<file path="src/hw/rtl/b64e_pkg.sv">
package b64e_pkg;

  localparam int LINE_LENGTH_RESET = 76;
  localparam int QUEUE_DEPTH = 4;

  localparam logic [1:0] KIND_FULL = 2'd0;
  localparam logic [1:0] KIND_ONE  = 2'd1;
  localparam logic [1:0] KIND_TWO  = 2'd2;

  localparam logic [7:0] CHAR_PAD = 8'h3D;
  localparam logic [7:0] CHAR_CR  = 8'h0D;
  localparam logic [7:0] CHAR_LF  = 8'h0A;

  typedef struct packed {
    logic [23:0] group;
    logic [1:0]  kind;
    logic        crlf;
    logic        last;
  } b64e_cmd_t;

  function automatic logic [7:0] b64e_char(input logic [5:0] v);
    logic [7:0] c;
    if (v < 6'd26) begin
      c = 8'h41 + {2'b00, v};
    end else if (v < 6'd52) begin
      c = 8'h61 + {2'b00, v} - 8'd26;
    end else if (v < 6'd62) begin
      c = 8'h30 + {2'b00, v} - 8'd52;
    end else if (v == 6'd62) begin
      c = 8'h2B;
    end else begin
      c = 8'h2F;
    end
    return c;
  endfunction

endpackage

</file>
<file path="src/hw/rtl/b64e_if.sv">
interface b64e_in_if;
  logic       valid;
  logic       ready;
  logic [7:0] data_byte;
  logic       last_byte;

  modport source (output valid, output data_byte, output last_byte, input ready);
  modport sink (input valid, input data_byte, input last_byte, output ready);
endinterface

interface b64e_out_if;
  logic       valid;
  logic       ready;
  logic [7:0] out_char;
  logic       run_last;
  logic       message_end;

  modport source (output valid, output out_char, output run_last, output message_end,
                  input ready);
  modport sink (input valid, input out_char, input run_last, input message_end,
                output ready);
endinterface

</file>
<file path="src/hw/rtl/b64e_front.sv">
module b64e_front (
  input  logic              clk,
  input  logic              rst_n,
  input  logic [7:0]        line_length,
  b64e_in_if.sink           in_ch,
  input  logic              q_full,
  output logic              q_push,
  output b64e_pkg::b64e_cmd_t q_cmd
);
  import b64e_pkg::*;

  logic [15:0] held_r, held_nxt;
  logic [1:0]  phase_r, phase_nxt;
  logic [7:0]  count_r, count_nxt;
  logic [8:0]  sum;
  logic        accept;
  logic        crlf;

  assign in_ch.ready = !q_full;
  assign accept = in_ch.valid && !q_full;
  assign sum = {1'b0, count_r} + 9'd4;
  assign crlf = sum >= {1'b0, line_length};

  always_comb begin
    held_nxt   = held_r;
    phase_nxt  = phase_r;
    count_nxt  = count_r;
    q_push     = 1'b0;
    q_cmd.group = {held_r, in_ch.data_byte};
    q_cmd.kind  = KIND_FULL;
    q_cmd.crlf  = 1'b0;
    q_cmd.last  = in_ch.last_byte;
    if (phase_r == 2'd2) begin
      q_cmd.crlf = crlf;
    end else if (phase_r == 2'd1) begin
      q_cmd.kind  = KIND_TWO;
      q_cmd.group = {held_r[7:0], in_ch.data_byte, 8'h00};
    end else begin
      q_cmd.kind  = KIND_ONE;
      q_cmd.group = {in_ch.data_byte, 16'h0000};
    end
    if (accept) begin
      if (phase_r == 2'd2) begin
        q_push    = 1'b1;
        held_nxt  = 16'h0000;
        phase_nxt = 2'd0;
        count_nxt = crlf ? 8'd0 : sum[7:0];
      end else if (!in_ch.last_byte) begin
        held_nxt  = {held_r[7:0], in_ch.data_byte};
        phase_nxt = phase_r + 2'd1;
      end else begin
        q_push = 1'b1;
      end
      if (in_ch.last_byte) begin
        held_nxt  = 16'h0000;
        phase_nxt = 2'd0;
        count_nxt = 8'd0;
      end
    end
  end

  always_ff @(posedge clk) begin
    if (!rst_n) begin
      held_r  <= 16'h0000;
      phase_r <= 2'd0;
      count_r <= 8'd0;
    end else begin
      held_r  <= held_nxt;
      phase_r <= phase_nxt;
      count_r <= count_nxt;
    end
  end

endmodule

</file>
<file path="src/hw/rtl/b64e_queue.sv">
module b64e_queue #(
  parameter int DEPTH = b64e_pkg::QUEUE_DEPTH
) (
  input  logic                clk,
  input  logic                rst_n,
  input  logic                push,
  input  b64e_pkg::b64e_cmd_t push_cmd,
  input  logic                pop,
  output logic                full,
  output logic                nonempty,
  output b64e_pkg::b64e_cmd_t head_cmd
);
  import b64e_pkg::*;

  localparam int PW = (DEPTH > 1) ? $clog2(DEPTH) : 1;
  localparam int CW = $clog2(DEPTH + 1);

  b64e_cmd_t       mem_r [DEPTH];
  logic [PW-1:0]   wr_r, wr_nxt;
  logic [PW-1:0]   rd_r, rd_nxt;
  logic [CW-1:0]   cnt_r, cnt_nxt;

  assign full = cnt_r == CW'(DEPTH);
  assign nonempty = cnt_r != '0;
  assign head_cmd = mem_r[rd_r];

  always_comb begin
    wr_nxt  = wr_r;
    rd_nxt  = rd_r;
    cnt_nxt = cnt_r;
    if (push) begin
      wr_nxt = (wr_r == PW'(DEPTH - 1)) ? '0 : wr_r + PW'(1);
    end
    if (pop) begin
      rd_nxt = (rd_r == PW'(DEPTH - 1)) ? '0 : rd_r + PW'(1);
    end
    if (push && !pop) begin
      cnt_nxt = cnt_r + CW'(1);
    end else if (pop && !push) begin
      cnt_nxt = cnt_r - CW'(1);
    end
  end

  always_ff @(posedge clk) begin
    if (push) begin
      mem_r[wr_r] <= push_cmd;
    end
  end

  always_ff @(posedge clk) begin
    if (!rst_n) begin
      wr_r  <= '0;
      rd_r  <= '0;
      cnt_r <= '0;
    end else begin
      wr_r  <= wr_nxt;
      rd_r  <= rd_nxt;
      cnt_r <= cnt_nxt;
    end
  end

endmodule

</file>
<file path="src/hw/rtl/b64e_back.sv">
module b64e_back (
  input  logic                clk,
  input  logic                rst_n,
  input  logic                cmd_valid,
  input  b64e_pkg::b64e_cmd_t cmd,
  output logic                pop,
  b64e_out_if.source          out_ch
);
  import b64e_pkg::*;

  logic [2:0] idx_r, idx_nxt;
  logic       valid_r, valid_nxt;
  logic [7:0] char_r, char_nxt;
  logic       run_last_r, run_last_nxt;
  logic       end_r, end_nxt;
  logic       emit;
  logic       at_end;
  logic [7:0] ch;

  assign emit = cmd_valid && (!valid_r || out_ch.ready);
  assign at_end = cmd.crlf ? (idx_r == 3'd5) : (idx_r == 3'd3);
  assign pop = emit && at_end;

  always_comb begin
    unique case (idx_r)
      3'd0: ch = b64e_char(cmd.group[23:18]);
      3'd1: ch = b64e_char(cmd.group[17:12]);
      3'd2: ch = (cmd.kind == KIND_ONE) ? CHAR_PAD : b64e_char(cmd.group[11:6]);
      3'd3: ch = (cmd.kind == KIND_FULL) ? b64e_char(cmd.group[5:0]) : CHAR_PAD;
      3'd4: ch = CHAR_CR;
      default: ch = CHAR_LF;
    endcase
  end

  always_comb begin
    idx_nxt      = idx_r;
    valid_nxt    = valid_r;
    char_nxt     = char_r;
    run_last_nxt = run_last_r;
    end_nxt      = end_r;
    if (emit) begin
      valid_nxt    = 1'b1;
      char_nxt     = ch;
      run_last_nxt = at_end;
      end_nxt      = at_end && cmd.last;
      idx_nxt      = at_end ? 3'd0 : idx_r + 3'd1;
    end else if (out_ch.ready) begin
      valid_nxt = 1'b0;
    end
  end

  always_ff @(posedge clk) begin
    if (!rst_n) begin
      idx_r   <= 3'd0;
      valid_r <= 1'b0;
    end else begin
      idx_r   <= idx_nxt;
      valid_r <= valid_nxt;
    end
  end

  always_ff @(posedge clk) begin
    char_r     <= char_nxt;
    run_last_r <= run_last_nxt;
    end_r      <= end_nxt;
  end

  assign out_ch.valid       = valid_r;
  assign out_ch.out_char    = char_r;
  assign out_ch.run_last    = run_last_r;
  assign out_ch.message_end = end_r;

endmodule

</file>
<file path="src/hw/rtl/base64_line_wrapped_encoder.sv">
// MIME base64 encoder with CR LF line wrapping. Message bytes enter one per
// transaction on in_ch, with last_byte set on the final byte, and characters
// leave one per transaction on out_ch. The front accepts one byte per cycle
// while its command queue (QUEUE_DEPTH entries) has room, and the back emits
// one character per cycle while a command is queued and out_ch is not stalled,
// so a group of three bytes becomes four characters, or six when a CR LF line
// break follows it; the output side sets the sustained rate. Writing
// cfg_wdata with cfg_we high sets the line length, which resets to 76.
module base64_line_wrapped_encoder #(
  parameter int QUEUE_DEPTH = b64e_pkg::QUEUE_DEPTH
) (
  input  logic       clk,
  input  logic       rst_n,
  input  logic       cfg_we,
  input  logic [7:0] cfg_wdata,
  b64e_in_if.sink    in_ch,
  b64e_out_if.source out_ch
);
  import b64e_pkg::*;

  logic [7:0] line_length_r;
  logic       q_push;
  logic       q_pop;
  logic       q_full;
  logic       q_nonempty;
  b64e_cmd_t  q_in;
  b64e_cmd_t  q_head;

  always_ff @(posedge clk) begin
    if (!rst_n) begin
      line_length_r <= 8'(LINE_LENGTH_RESET);
    end else if (cfg_we) begin
      line_length_r <= cfg_wdata;
    end
  end

  b64e_front u_front (
    .clk         (clk),
    .rst_n       (rst_n),
    .line_length (line_length_r),
    .in_ch       (in_ch),
    .q_full      (q_full),
    .q_push      (q_push),
    .q_cmd       (q_in)
  );

  b64e_queue #(
    .DEPTH (QUEUE_DEPTH)
  ) u_queue (
    .clk      (clk),
    .rst_n    (rst_n),
    .push     (q_push),
    .push_cmd (q_in),
    .pop      (q_pop),
    .full     (q_full),
    .nonempty (q_nonempty),
    .head_cmd (q_head)
  );

  b64e_back u_back (
    .clk       (clk),
    .rst_n     (rst_n),
    .cmd_valid (q_nonempty),
    .cmd       (q_head),
    .pop       (q_pop),
    .out_ch    (out_ch)
  );

endmodule
</file>
<file path="src/flat_wrapper.sv">
// flat-port wrapper written by rule: the top's interface ports become plain ports
module base64_line_wrapped_encoder_flat import b64e_pkg::*;
#(
  parameter int QUEUE_DEPTH = b64e_pkg::QUEUE_DEPTH
)
  (clk, rst_n, cfg_we, cfg_wdata, in_ch_valid, in_ch_data_byte, in_ch_last_byte, in_ch_ready, out_ch_valid, out_ch_out_char, out_ch_run_last, out_ch_message_end, out_ch_ready);
  b64e_in_if in_ch_i ();
  b64e_out_if out_ch_i ();
  input  logic clk;
  input  logic rst_n;
  input  logic cfg_we;
  input  logic [7:0] cfg_wdata;
  input wire logic [$bits(in_ch_i.valid)-1:0] in_ch_valid;
  input wire logic [$bits(in_ch_i.data_byte)-1:0] in_ch_data_byte;
  input wire logic [$bits(in_ch_i.last_byte)-1:0] in_ch_last_byte;
  output wire logic [$bits(in_ch_i.ready)-1:0] in_ch_ready;
  output wire logic [$bits(out_ch_i.valid)-1:0] out_ch_valid;
  output wire logic [$bits(out_ch_i.out_char)-1:0] out_ch_out_char;
  output wire logic [$bits(out_ch_i.run_last)-1:0] out_ch_run_last;
  output wire logic [$bits(out_ch_i.message_end)-1:0] out_ch_message_end;
  input wire logic [$bits(out_ch_i.ready)-1:0] out_ch_ready;
  assign in_ch_i.valid = in_ch_valid;
  assign in_ch_i.data_byte = in_ch_data_byte;
  assign in_ch_i.last_byte = in_ch_last_byte;
  assign in_ch_ready = in_ch_i.ready;
  assign out_ch_valid = out_ch_i.valid;
  assign out_ch_out_char = out_ch_i.out_char;
  assign out_ch_run_last = out_ch_i.run_last;
  assign out_ch_message_end = out_ch_i.message_end;
  assign out_ch_i.ready = out_ch_ready;
  base64_line_wrapped_encoder #(.QUEUE_DEPTH(QUEUE_DEPTH)) u_core (.clk(clk), .rst_n(rst_n), .cfg_we(cfg_we), .cfg_wdata(cfg_wdata), .in_ch(in_ch_i), .out_ch(out_ch_i));
endmodule
</file>
<file path="config.mk">
export PLATFORM = sky130hd
export DESIGN_NAME = base64_line_wrapped_encoder_flat
export DESIGN_NICKNAME = d
export VERILOG_FILES = /design/src/hw/rtl/b64e_pkg.sv /design/src/hw/rtl/b64e_if.sv /design/src/hw/rtl/b64e_front.sv /design/src/hw/rtl/b64e_queue.sv /design/src/hw/rtl/b64e_back.sv /design/src/hw/rtl/base64_line_wrapped_encoder.sv /design/src/flat_wrapper.sv
export SDC_FILE = /design/constraint.sdc
export NUM_CORES = 1
export LEC_CHECK = 0
export ABC_AREA = 1
export BUFFER_PORTS_ARGS = -buffer_cell sky130_fd_sc_hd__buf_2
export CAP_MARGIN = 20
export CORE_MARGIN = 4
export CORE_UTILIZATION = 25
export CTS_BUF_LIST = sky130_fd_sc_hd__clkbuf_8
export CTS_CLUSTER_DIAMETER = 50
export DETAILED_ROUTE_END_ITERATION = 10
export GPL_TIMING_DRIVEN = 0
export HOLD_SLACK_MARGIN = 0.02
export PLACE_DENSITY_LB_ADDON = 0.1
export SYNTH_ARGS = -nofsm -noshare
export SYNTH_HDL_FRONTEND = slang
export SYNTH_SLANG_ARGS = --single-unit
</file>
<file path="constraint.sdc">
create_clock -name clk -period 4.54 [get_ports clk]
set_clock_uncertainty 0.2 [all_clocks]
set_input_delay 0.908 -clock clk [delete_from_list [all_inputs] [get_ports clk]]
set_output_delay 0.908 -clock clk [all_outputs]
set_load 0.05 [all_outputs]
</file>
==> key figures <==
Run status
  – Status: completed

Synth
  – Mean post-synth cell area: 8.57 sq um
  – Gate Count Post-Synth: 1086
  – Yosys reg bits: 167
  – Number of synthesized flops with an enable pin: 122
  – Cell area after synthesis: 0.00931 sq mm
  – Distinct cells, synth: 44
  – Top FF cell, synth: edfxtp_1
  – Yosys warns: 0
  – Asr flop ratio synth: 0
  – Sequential area share after synthesis: 0.490
  – Net Count, Synth: 1151

Critical path
  – Worst Setup End Kind: flop
  – Reg-to-Reg Start: u_core.u_front.phase_r[0]
  – CP cell instances: inv_1, ha_1, clkbuf_1, nor2_1, nor2_1, inv_1, buf_2, nor2_4, buf_16
  – Crit-path slowest cell: nor2_4
  – Crit path max-delay family: simple AND/OR/NAND/NOR gates
  – R2r endpoint: u_core.u_queue.mem_r[3][23]
  – Max stage delay on crit path: 500 ps
  – Req. time, crit path: 4500 ps
  – CP Buf/Inv Count: 5
  – Reg2reg setup slack: 1400 ps
  – Worst Reg-to-Reg Cells: 9
  – Setup CP Type: reg2reg
  – CP Launch Type: flop
  – Critical path fanouts, max: 15
  – WP data arrival: 3100 ps
  – CP Depth: 9

Min path
  – Worst hold path stage count: 2
  – Min-Delay Endpoint: u_core.u_front.held_r[12]
  – Hold Path Origin: u_core.u_front.held_r[12]
  – Hold Path Class: reg2reg

Clocking
  – Post_cts resized: 0
  – CTS Buffer Depth: 2
  – TritonCTS Buffers: 17
  – Clock-pin slew on the worst setup and hold paths: 90 ps
  – CTS Hold Buffers Added: 0
  – Post-CTS setup repair buffer count: 0
  – Later-pin clock latency in the skew report: 450 ps
  – TritonCTS clock tree: done
  – CTS Sinks: 167
  – H-tree levels: 4
  – Clock root cell: clkbuf_8

STA
  – Hold Vio Cnt, Final: 0
  – Max-slew headroom: 0.558
  – Slew Limit Fails: 0
  – Worst-margin pin slew: 663 ps
  – Post-layout min period: 3140 ps
  – Final period util: 0.691
  – Setup TNS: 0 ps
  – F_max: 0.319 GHz
  – Setup violators final: 0
  – RSZ-0062 raised after global routing: false

Placed design
  – IO Port Bufs: 32
  – HPWL Detailed: 20.1 mm
  – Routability cong.: 0.791

Finish
  – Register area: 0.00456 sq mm
  – Filler cells: 3934
  – Layout cells sized above 1: 0.142
  – Area Growth Syn to Fin: 13.9%
  – Multi-input logic area: 0.00411 sq mm
  – # nets final: 1207
  – Diodes inserted: 0
  – Fin util: 0.289

Detailed routing
  – Number of vias per cell: 4.43
  – Antenna viol nets, final: 0
  – Avg WL per Cell: 16.5 microns
  – Initial DRC count: 373
  – Drc violations: 0
  – Drt first pass iters: 5
  – Detailed-route via count: 7191
  – Final wirelength: 26.8 mm

Floorplan
  – Vert. Die Dim: 201 microns
  – Die X: 201 microns
  – Starting Density: 0.254
  – Row count: 70
  – Die Area: 0.0404 sq mm
  – CORE AREA: 0.0367 sq mm
  – Boundary Pins: 34

Pwr
  – PwrDens: 382 mW/mm^2
  – Peak supply drop: 0.183 mV
  – Static Leak: 0.00440 uW

Global routing
  – Met1 usage: 0.184
  – GRT Total Usage: 0.134
  – Largest net degree at the start of global routing: 25
  – Total gr overflow: 0
  – First-pass GRT wire length: 42.1 mm
  – Met2 GRT Util: 0.225
  – Vias in the first global route: 7135
  – Met3 global-route usage: 0.0223
  – Initial antenna violation count: 1
  – Global routing's busiest layer: met2

Run
  – Max Cap Viol: 0
flip-flops by register name (all words and copies together) (netlist names), named ones only:
| name | flops |
|---|---|
| u_core.u_front.held_r | 16 |
| u_core.u_back.out_ch.run_last | 1 |
| u_core.u_back.idx_r | 3 |
| u_core.u_front.count_r | 6 |
| u_core.u_back.out_ch.valid | 1 |
| u_core.u_queue.mem_r | 112 |
| u_core.u_back.out_ch.out_char | 8 |
| u_core.u_back.out_ch.message_end | 1 |
| u_core.u_queue.cnt_r | 3 |
| u_core.u_queue.rd_r | 2 |
| u_core.u_front.phase_r | 2 |
| u_core.line_length_r | 8 |
| u_core.u_queue.wr_r | 2 |
cells in the final DEF, fill, tap and decap left out, types with 10 or more instances in the layout:
cell type | netlist | layout
nand3_1 | 105 | 105
a21oi_1 | 76 | 76
ha_1 | 42 | 42
nand2_1 | 304 | 304
nand2_4 | 10 | 10
clkbuf_1 | 17 | 17
xor2_1 | 15 | 15
inv_1 | 101 | 102
nor2_1 | 77 | 73
dfxtp_1 | 45 | 45
buf_2 | 4 | 36
edfxtp_1 | 122 | 122
nand2_2 | 21 | 21
clkbuf_8 | 0 | 18
o21ai_0 | 48 | 48
nand3_2 | 14 | 14
inv_2 | 11 | 11
report_power, final:
part	internal, uW	total [uW]	switching [uW]
sequential	1780	1820	41.0
clock	564	1150	584
combinational	304	1080	773
cells in the mapped netlist (11+ instances only):
library cell,number,area share
ha_1,42,0.056
edfxtp_1,122,0.39
xor2_1,15,0.014
nand3_2,14,0.015
nand2_1,304,0.12
dfxtp_1,45,0.097
o21ai_0,48,0.026
nand3_1,105,0.056
inv_1,101,0.041
nor2_1,77,0.031
a21oi_1,76,0.041
nand2_2,21,0.014
inv_2,11,0.0044
clkbuf_1,17,0.0069
metal layers:
metal  part of all wire  routed length, microns
met5                  0                       0
met4             0.0094                     253
met3              0.025                     682
met2               0.48                   12700
met1               0.49                   13100
worst max-delay path by stage:
stage	to	from	slack, ps
after CTS	u_core.u_queue.mem_r[3][23]	u_core.u_front.phase_r[0]	1270
final	u_core.u_queue.mem_r[3][23]	u_core.u_front.phase_r[0]	1400
after global routing	u_core.u_queue.mem_r[3][23]	u_core.u_front.phase_r[0]	1030
after detailed placement	u_core.u_queue.mem_r[3][17]	in_ch_last_byte	1130
after floorplan	u_core.u_queue.cnt_r[1]	out_ch_ready	1260
after global placement	u_core.u_queue.mem_r[2][17]	in_ch_last_byte	-660
metrics by stage:
step	cell area, sq um	hold slack (ps)	total power, uW	setup WS [ps]	instances
4_1_cts	10600	272	4120	1270	1623
5_1_grt	10600	282	4310	1030	1623
3_3_place_gp	10100	254	2940	-659	1586
2_1_floorplan	9310	235	2620	1260	1086
6_report	10600	270	4050	1400	1623
3_5_place_dp	10200	257	2950	1130	1591
kinds of logic (layout without fill, tap and decap cells):
family                     Yosys count  in the layout  share of synthesized area
and+or+nand+nor                    558            558                      0.275
DFF                                167            167                      0.490
AOI/OAI and AO/OA                  152            152                     0.0884
buffers and inverters              150            219                     0.0728
adders and majority gates           43             43                     0.0586
xor gates and xnor gates            16             16                     0.0151
area by class of cell:
| type | count | share of cell area |
|---|---|---|
| Sequential cell | 167 | 0.430 |
| Multi-Input combinational cell | 769 | 0.387 |
| Tap cell | 468 | 0.0552 |
| Inverter | 114 | 0.0410 |
| Timing Repair Buffer | 37 | 0.0244 |
| Clock buffer | 18 | 0.0234 |
| Buffer | 36 | 0.0229 |
| Clock inverter | 14 | 0.0159 |
worst reg2reg max path: stages (launching register included):
cell      delay [ps]
dfxtp_1          340
inv_1            100
ha_1             150
clkbuf_1         300
nor2_1           250
nor2_1           340
inv_1            160
buf_2            260
nor2_4           500
buf_16           230
Power figures use the tool's default switching activity.
